## src/rtl/lcg48_pkg.sv

```systemverilog
package lcg48_pkg;

  localparam int unsigned StateW = 48;
  localparam int unsigned HalfW  = 24;
  localparam int unsigned JoinW  = 54;
  localparam int unsigned ValW   = 55;
  localparam int unsigned ByteW  = 9;

  // Multiplier 0x5DEECE66D split at bit 24.
  localparam logic [HalfW-1:0] LcgMulLo = 24'hECE66D;
  localparam logic [HalfW-1:0] LcgMulHi = 24'h0005DE;
  localparam logic [StateW-1:0] LcgAdd  = 48'hB;
  localparam logic [31:0] SeedXor       = 32'hDEECE66D;

  typedef logic [4:0] perm_t [32];
  localparam perm_t SeedPerm = '{
    5'd17, 5'd19, 5'd21, 5'd23, 5'd25, 5'd27, 5'd29, 5'd31,
    5'd1,  5'd3,  5'd5,  5'd7,  5'd9,  5'd11, 5'd13, 5'd15,
    5'd16, 5'd18, 5'd20, 5'd22, 5'd24, 5'd26, 5'd28, 5'd30,
    5'd0,  5'd2,  5'd4,  5'd6,  5'd8,  5'd10, 5'd12, 5'd14
  };

  typedef enum logic [2:0] {
    ST_IDLE = 3'b001,
    ST_MUL  = 3'b010,
    ST_DONE = 3'b100
  } state_e;

  typedef enum logic {
    REQ_SEED = 1'b0,
    REQ_DRAW = 1'b1
  } req_e;

  // Seed scramble: low 16 bits fold the time's top and bottom, the upper 32 bits
  // are the XORed low word with its bits moved by the permutation table.
  function automatic logic [StateW-1:0] scramble_seed(input logic [StateW-1:0] t);
    logic [31:0] w;
    logic [31:0] hi;
    logic [15:0] lo;
    w  = t[31:0] ^ SeedXor;
    hi = '0;
    for (int i = 0; i < 32; i++) begin
      hi[SeedPerm[i]] = w[i];
    end
    lo = t[47:32] ^ t[15:0];
    return {hi, lo};
  endfunction

  // Round to even when bit 53 is set; all ones carries to exactly 2^54.
  function automatic logic [ValW-1:0] round_value(input logic [JoinW-1:0] v);
    logic [ValW-1:0] r;
    r = {1'b0, v};
    if (v[JoinW-1] && v[0]) begin
      r[0] = 1'b0;
      if (r[1]) begin
        r = r + ValW'(2);
      end
    end
    return r;
  endfunction

endpackage

```

## src/rtl/lcg48_seeded_random_draw.sv

```systemverilog
// Seeded 48-bit linear congruential random source.
// Input channel (s_axis): tuser selects the request, 0 reseeds the generator
// from the 48-bit millisecond time in tdata, 1 draws the next value (tdata is
// then ignored). Output channel (m_axis): one word per draw, carrying the
// rounded 55-bit value and its top byte; a reseed gives no word.
// A reseed loads the generator state and leaves the block idle and ready.
// A draw advances the state twice; each advance is three partial products of
// one shared 24x24 multiply-accumulate unit. The joined result is then rounded
// and written with its top byte to the output register; the block takes no
// new request from acceptance of a draw until its word is written.
// A finished word waits in the output register. If the receiver stalls, the
// block still takes the next request; a following draw then waits in its last
// step until the pending word is taken.
// Reset clears the generator state to zero and empties the output register.
module lcg48_seeded_random_draw (
  input  logic        clk_i,
  input  logic        rst_ni,
  input  logic        s_axis_tvalid,
  output logic        s_axis_tready,
  input  logic [47:0] s_axis_tdata,   // epoch_ms[47:0]
  input  logic        s_axis_tuser,   // req_type
  output logic        m_axis_tvalid,
  input  logic        m_axis_tready,
  output logic [63:0] m_axis_tdata    // rounded_value[54:0], top_byte[63:55]
);

  lcg48_pkg::state_e st_q, st_d;
  logic [1:0]  step_q, step_d;
  logic        half_q, half_d;
  logic [47:0] lcg_q, lcg_d;
  logic [47:0] acc_q, acc_d;
  logic [26:0] s1_q, s1_d;
  logic [53:0] join_q, join_d;
  logic        ovalid_q, ovalid_d;
  logic [63:0] odata_q, odata_d;

  logic [23:0] mul_a, mul_b;
  logic [47:0] prod;
  logic [47:0] sum;
  logic [54:0] rounded;
  logic        in_acc;
  logic        out_free;

  assign s_axis_tready = (st_q == lcg48_pkg::ST_IDLE);
  assign in_acc        = s_axis_tvalid && s_axis_tready;
  assign out_free      = !ovalid_q || m_axis_tready;

  // Partial products: lo*lo, then lo*hi and hi*lo shifted by 24; hi*hi drops out.
  always_comb begin
    mul_a = (step_q == 2'd2) ? lcg_q[47:24] : lcg_q[23:0];
    mul_b = (step_q == 2'd1) ? lcg48_pkg::LcgMulHi : lcg48_pkg::LcgMulLo;
  end

  assign prod = mul_a * mul_b;

  always_comb begin
    if (step_q == 2'd0) begin
      sum = prod + lcg48_pkg::LcgAdd;
    end else begin
      sum = acc_q + {prod[23:0], 24'b0};
    end
  end

  assign rounded = lcg48_pkg::round_value(join_q);

  always_comb begin
    st_d     = st_q;
    step_d   = step_q;
    half_d   = half_q;
    lcg_d    = lcg_q;
    acc_d    = acc_q;
    s1_d     = s1_q;
    join_d   = join_q;
    ovalid_d = ovalid_q && !m_axis_tready;
    odata_d  = odata_q;
    case (st_q)
      lcg48_pkg::ST_IDLE: begin
        if (in_acc) begin
          if (s_axis_tuser == lcg48_pkg::REQ_DRAW) begin
            st_d   = lcg48_pkg::ST_MUL;
            step_d = 2'd0;
            half_d = 1'b0;
          end else begin
            lcg_d = lcg48_pkg::scramble_seed(s_axis_tdata);
          end
        end
      end
      lcg48_pkg::ST_MUL: begin
        acc_d = sum;
        if (step_q == 2'd2) begin
          lcg_d  = sum;
          step_d = 2'd0;
          if (!half_q) begin
            s1_d   = sum[47:21];
            half_d = 1'b1;
          end else begin
            join_d = {s1_q, sum[47:21]};
            st_d   = lcg48_pkg::ST_DONE;
          end
        end else begin
          step_d = step_q + 2'd1;
        end
      end
      lcg48_pkg::ST_DONE: begin
        if (out_free) begin
          ovalid_d = 1'b1;
          odata_d  = {rounded[54:46], rounded};
          st_d     = lcg48_pkg::ST_IDLE;
        end
      end
      default: begin
        st_d = lcg48_pkg::ST_IDLE;
      end
    endcase
  end

  always_ff @(posedge clk_i or negedge rst_ni) begin
    if (!rst_ni) begin
      st_q     <= lcg48_pkg::ST_IDLE;
      step_q   <= 2'd0;
      half_q   <= 1'b0;
      lcg_q    <= '0;
      ovalid_q <= 1'b0;
    end else begin
      st_q     <= st_d;
      step_q   <= step_d;
      half_q   <= half_d;
      lcg_q    <= lcg_d;
      ovalid_q <= ovalid_d;
    end
  end

  always_ff @(posedge clk_i) begin
    acc_q   <= acc_d;
    s1_q    <= s1_d;
    join_q  <= join_d;
    odata_q <= odata_d;
  end

  assign m_axis_tvalid = ovalid_q;
  assign m_axis_tdata  = odata_q;

endmodule

```

## config.mk

```make
export PLATFORM = sky130hd
export DESIGN_NAME = lcg48_seeded_random_draw
export DESIGN_NICKNAME = d
export VERILOG_FILES = /design/src/rtl/lcg48_pkg.sv /design/src/rtl/lcg48_seeded_random_draw.sv
export SDC_FILE = /design/constraint.sdc
export NUM_CORES = 1
export LEC_CHECK = 0
export ABC_CLOCK_PERIOD_IN_PS = 9000
export BUFFER_PORTS_ARGS = -buffer_cell sky130_fd_sc_hd__buf_2
export CAP_MARGIN = 15
export CORE_MARGIN = 1.5
export CORE_UTILIZATION = 58
export CTS_CLUSTER_DIAMETER = 50
export CTS_CLUSTER_SIZE = 10
export DETAILED_ROUTE_END_ITERATION = 6
export GPL_TIMING_DRIVEN = 0
export PLACE_DENSITY = 0.79
export SETUP_SLACK_MARGIN = 0.3
export SYNTH_ARGS = -nofsm -noshare
export SYNTH_HDL_FRONTEND = slang
export SYNTH_SLANG_ARGS = --single-unit
export TNS_END_PERCENT = 5
```

## constraint.sdc

```tcl
create_clock -name clk_i -period 9 [get_ports clk_i]
set_input_delay 0.9 -clock clk_i [delete_from_list [all_inputs] [get_ports clk_i]]
set_output_delay 0.9 -clock clk_i [all_outputs]
set_load 0.005 [all_outputs]
```

# Word level (Yosys, flattened, before mapping)
# Cells that the tools add are included.
op_classes:
  n_addsub: 4
  mul: 1
  n_eq_ne: 11
  muxes: 25
  bitwise: 3
  reduce_logical: 15
op_table:
  columns: ["op", "n"]
  rows:
  - ["$mux 48", 4]
  - ["$mux 55", 2]
  - ["$pmux 48 s2", 1]
  - ["$add 54x2->55 const B", 1]
  - ["$add 48x4->48 const B", 1]
  - ["$add 48x48->48", 1]
  - ["$mul 24x24->48", 1]
  - ["$mux 24", 2]
  - ["$not 21->21", 1]
  - ["$xor 16x16->16", 1]
  - ["$mux 3", 5]
  - ["$pmux 3 s3", 1]
  - ["$reduce_and 3->1", 3]
  - ["$ne 2x2->1 const B", 4]
  - ["$reduce_and 4->1", 2]
  - ["$mux 2", 3]
  - ["$mux 1", 5]
  - ["$reduce_and 5->1", 1]
  - ["$ne 2x1->1 const B", 2]
  - ["$pmux 2 s2", 1]
  - ["$eq 3x1->1 const B", 1]
  - ["$eq 3x2->1 const B", 1]
  - ["$eq 3x3->1 const B", 1]
  - ["$logic_and 1x1->1", 3]
  - ["other kinds (10)", 11]
totals:
  regBits: 248
  out_inout_bits: 66

# Depth between registers and ports, before layout
logic_depth:
  depth_word: 7
  depth_mapped: 39
  mapped_depth_nobuf: 36

# Least setup slack after synthesis
# Ideal clock, no wire load.
synth_path:
  path_kind: "reg-to-reg"
  start: "register step_q[0]"
  end: "register lcg_q[47]"
  setup_ns: 0.069
  arrival_ns: 8.491
  required_ns: 8.931
  path_slack_ns: 0.440
  path_stages_with_launch: 37
  synth_period_minus_slack_ns: 8.560
  cell_sequence: "dfrtp_1 -> clkbuf_1 -> nand2b_1 -> clkbuf_1 -> clkbuf_1 -> nand2_1 -> nand2_1 -> nand2_1 -> inv_1 -> ha_1 -> inv_1 -> fa_1 -> inv_1 -> fa_1 -> inv_1 -> fa_1 -> inv_1 -> ha_1 -> fa_1 -> fa_1 -> ha_1 -> buf_2 -> a21oi_1 -> o21ai_1 -> or3_1 -> and2_1 -> ha_1 -> and4_1 -> a221oi_1 -> nor2_1 -> o21ai_0 -> a31o_2 -> a21oi_1 -> xnor2_1 -> nand2_1 -> or4_1 -> nand3_1"
synth_between:
  elab_chain_len: 7
  word_cells_on_any_way: 13
synth_rtl:
  columns: ["item", "line_no", "text"]
  rows:
  - ["start, declared", "lcg48_seeded_random_draw.sv:28", "logic [1:0] step_q, step_d;"]
  - ["start signal, assigned", "lcg48_seeded_random_draw.sv:126", "step_q <= step_d;"]
  - ["$eq 2x2->1 / $eq 2x1->1 (equally long branches)", "lcg48_seeded_random_draw.sv:50, lcg48_seeded_random_draw.sv:90, lcg48_seeded_random_draw.sv:51", null]
  - ["$mux 24, on equally long branches", "lcg48_seeded_random_draw.sv:50, lcg48_seeded_random_draw.sv:51", null]
  - ["$mul 24x24->48", "lcg48_seeded_random_draw.sv:54", "assign prod = mul_a * mul_b;"]
  - ["$add 48x48->48 / $add 48x4->48 (equally long branches)", "lcg48_seeded_random_draw.sv:60, lcg48_seeded_random_draw.sv:58", null]
  - ["$mux 48", "lcg48_seeded_random_draw.sv:57", "if (step_q == 2'd0) begin"]
  - ["$mux 48", "lcg48_seeded_random_draw.sv:90", "if (step_q == 2'd2) begin"]
  - ["$pmux 48 s2", "lcg48_seeded_random_draw.sv:76", "case (st_q)"]
  - ["end signal, assigned", "lcg48_seeded_random_draw.sv:128", "lcg_q <= lcg_d;"]
  - ["end, declared", "lcg48_seeded_random_draw.sv:30", "logic [47:0] lcg_q, lcg_d;"]
# Several ways; a longest one is shown, not always the timed one. The select of a mux whose other input is x is not followed.
# A chain may end at the register's enable or synchronous reset.

# Final worst setup path
layout_path:
  start: "register step_q[0]"
  end: "register join_q[26], data pin"
layout_between:
  elab_chain_len: 5
  word_cells_on_any_way: 9
layout_rtl:
  columns: ["item", "line_no", "text"]
  rows:
  - ["$eq 2x2->1 / $eq 2x1->1 (equally long branches)", "lcg48_seeded_random_draw.sv:50, lcg48_seeded_random_draw.sv:51", null]
  - ["$mux 24, on equally long branches", "lcg48_seeded_random_draw.sv:50, lcg48_seeded_random_draw.sv:51", null]
  - ["$mul 24x24->48", "lcg48_seeded_random_draw.sv:54", null]
  - ["$add 48x48->48 / $add 48x4->48 (equally long branches)", "lcg48_seeded_random_draw.sv:60, lcg48_seeded_random_draw.sv:58", null]
  - ["$mux 48 (*)", "lcg48_seeded_random_draw.sv:57", null]
  - ["named net sum[47]", "lcg48_seeded_random_draw.sv:39", "logic [47:0] sum;"]
  - ["end signal, assigned", "lcg48_seeded_random_draw.sv:136", "join_q <= join_d;"]
  - ["end, declared", "lcg48_seeded_random_draw.sv:33", "logic [53:0] join_q, join_d;"]
# Mark *: on every way through the listed nets, which the timed path passes. The rest lies on a longest branch.

==> impl_metrics.sql <==
INSERT INTO impl_metrics (metric_group, metric, value, unit) VALUES
('run_status', 'outcome', 'finished, final reports clean', ''),
('layout', 'most_common_library_cell_in_the_layout_ignoring_fill_and_taps', 'inv_1', ''),
('critical_path', 'regToRegStartpoint', 'step_q[0]', ''),
('drt', 'drtPass1Iterations', '6', ''),
('clocking', 'clk-insertion-delay-late', '0.55', 'ns'),
('drt', 'met2RoutedLength', '38430', 'µm'),
('layout', 'antenna_cells_inserted', '0', ''),
('clocking', 'cts.path.max_buffers', '3', ''),
('clocking', 'clock_sink_count', '239', ''),
('drt', 'highest_layer', 'met4', ''),
('min_path', 'timing.hold.worst.class', 'flip-flop to flip-flop', ''),
('clocking', 'library_cell_used_as_clock_root_buffer', 'clkbuf_16', ''),
('drt', 'route.vias.total', '21510', ''),
('timing', 'final.setup.worst_slack', '0.2259', 'ns'),
('critical_path', 'critical_path_peak_fanout', '10', ''),
('timing', 'rsz0062_at_grt', 'yes', ''),
('synthesis', 'flip_flop_cell_with_the_highest_count_after_synthesis', 'edfxtp_1', ''),
('critical_path', 'crit_required', '9.32', 'ns'),
('floorplanning', 'top_level_ports', '119', ''),
('critical_path', 'worst_path_max_delay_cell', 'or4_4', ''),
('timing', 'period_minus_slack', '8.774', 'ns'),
('drt', 'avgViaCountPerCell', '5.997', ''),
('drt', 'route.detailed.drc', '0', ''),
('drt', 'number_of_nets_still_failing_antenna_checks_after_routing', '0', ''),
('timing', 'timing.slew.headroom', '36.03', '%'),
('layout', 'utilization_after_layout', '69.20', '%'),
('clocking', 'cts_hold_buf', '0', ''),
('synthesis', 'synth_cell_type_count', '94', ''),
('timing', 'slew_viol_final', '0', ''),
('floorplanning', 'start_util', '59.20', '%'),
('floorplanning', 'die_h', '218.9', 'µm'),
('drt', 'detail_route.iter0.violations', '2189', ''),
('timing', 'finalCritPeriodShare', '97.49', '%'),
('critical_path', 'critical_path.most_common_cell', 'fa_1', ''),
('critical_path', 'timing.critical_path.slowest_cell_delay', '0.62', 'ns'),
('global_route', 'track_usage', '34.96', '%'),
('clocking', 'tritoncts', 'built', ''),
('layout', 'finish.cell_count_without_fillers', '3586', ''),
('place', 'placement.setup.worst_slack', '-1.865', 'ns'),
('critical_path', 'timing.critical_path.arrival', '9.09', 'ns'),
('layout', 'final_layout_size_suffix_gt1_share', '19.36', '%'),
('synthesis', 'post_synth_xor_area_fraction', '5.118', '%'),
('floorplanning', 'core_area', '45670', 'µm²'),
('drt', 'route.met3.wl', '7597', 'µm'),
('critical_path', 'worstPathBufferInverterCount', '8', ''),
('timing', 'hold_viol', '0', ''),
('global_route', 'first_pass_grt_wire_length', '125900', 'µm'),
('clocking', 'clkTransAtPathRegs', '0.06', 'ns'),
('min_path', 'holdCritStartpoint', 's1_q[9]', ''),
('place', 'dp_cells', '3467', ''),
('timing', 'clock_skew', '0.01248', 'ns'),
('critical_path', 'critical_path.endpoint_type', 'flip-flop', ''),
('layout', 'finalNetCount', '3643', ''),
('synthesis', 'synthesis.instances', '2742', ''),
('synthesis', 'synth_simple_gate_area_share', '12.84', '%'),
('floorplanning', 'fp.dieW', '218.9', 'µm'),
('place', 'dp_hpwl', '67750', 'µm'),
('critical_path', 'setup.worst_path.start', 'step_q[0]', ''),
('critical_path', 'start_kind', 'flip-flop', ''),
('synthesis', 'synth_async_reset_ratio', '23.01', '%'),
('synthesis', 'synth-compound-area-share', '8.987', '%'),
('timing', 'clock.fmax', '114.0', 'MHz'),
('place', 'finalWeightedCongestion', '1.005', ''),
('synthesis', 'synth_top_family_by_area', 'adder cells', ''),
('global_route', 'grt_overflow', '0', ''),
('synthesis', 'yosys-mux-area-fraction', '0.9579', '%'),
('synthesis', 'post_synth.cell_area_avg', '9.860', 'µm²'),
('synthesis', 'sequential_element_share_of_the_synthesized_area', '25.53', '%'),
('global_route', 'maximum_number_of_pins_on_one_net_before_global_route_repair', '45', ''),
('layout', 'area_growth', '16.89', '%'),
('clocking', 'cts_buffers', '28', '');
-- worst reg2reg max path: cells and delay by family, from the launching register on --
kind	cells	cell delay, ns
fa+ha+maj	8	4.02
simple gates	10	2.00
compound gates	5	1.14
flops	1	0.35
buf+inv	8	1.05
-- registers in the layout, summed over array words and instances (netlist names) --
register	cells
m_axis_tvalid	1
half_q	1
acc_q	48
lcg_q	48
step_q	2
st_q	3
s1_q	27
join_q	54
m_axis_tdata	55
-- per-stage QoR --
step                area (µm²)  hold WS, ns  setup TNS (ns)
floorplan                27040       0.4003               0
global placement         28380       0.4001         -130.10
detailed placement       28510       0.4045         -143.96
CTS                      31040       0.4138               0
global route             31600       0.4208         -0.1771
finish                   31600       0.4102               0
-- what timing repair did --
item                                    in CTS  in global routing
endpoints found under the hold margin        0                  0
setup buffers                               70                 10
resized for setup                          281                117
endpoints found under the setup margin     127                 99
pin swaps                                   29                 26
-- area by class of cell --
class	count	area, µm²
buffer	87	580.6
clock buffer	36	750.7
clock inverter	2	38.79
fill	3382	14070
inverter	536	2074
multi-input combinational	1881	19150
sequential	239	6904
tap	600	750.7
timing repair buffer	205	1351
-- cell usage after synthesis (8+ instances only) --
library cell	instances	area share (%)
ha_1	275	13
a21o_1	28	0.78
inv_1	534	7.4
dfrtp_1	54	5.0
o21ai_1	11	0.20
o21a_1	11	0.31
clkbuf_1	57	0.79
mux2_2	15	0.62
or2_2	10	0.23
buf_2	15	0.28
o211ai_1	11	0.31
o21bai_1	11	0.31
or3_1	10	0.23
a211oi_1	10	0.28
nand3_1	66	1.2
xnor2_1	104	3.4
nor2b_1	8	0.19
fa_1	337	25
a31oi_1	14	0.32
mux2i_1	9	0.33
and4_1	8	0.26
nand4_1	33	0.76
and3_1	27	0.62
nor3_1	40	0.74
nor2_1	150	2.1
nand2b_1	13	0.30
buf_4	9	0.25
nand4b_1	8	0.26
o21ai_0	75	1.4
edfxtp_1	184	20
a21oi_1	108	2.0
xor2_1	54	1.7
nand2_1	281	3.9
and2_1	16	0.37
-- cell families (layout without fill, tap and decap cells) --
group | count (synthesis) | count (layout)
mux | 24 | 24
simple gates | 717 | 717
other cells | 1 | 2
compound gates | 368 | 368
xor+xnor | 158 | 158
buf+inv | 623 | 866
flops | 239 | 239
fa+ha+maj | 612 | 612
-- per-layer routing --
layer	vias to the layer above	track usage [%]
li1	9462	-
met1	10680	46.65
met2	1139	57.08
met3	226	6.015
met4	0	13.61
met5	-	0
-- final timing paths --
kind	to	slack (ns)	cells past startpoint
min in group asynchronous	lcg_q[9]	0.48	1
min	join_q[36]	0.41	0
max in group asynchronous	lcg_q[34]	7.89	2
min reg2reg	join_q[36]	0.41	0
max	join_q[26]	0.23	31
max reg2reg	join_q[26]	0.23	31
Power is not shown: default switching activity piles up to over one toggle a cycle in this logic, so the estimate is an artifact.
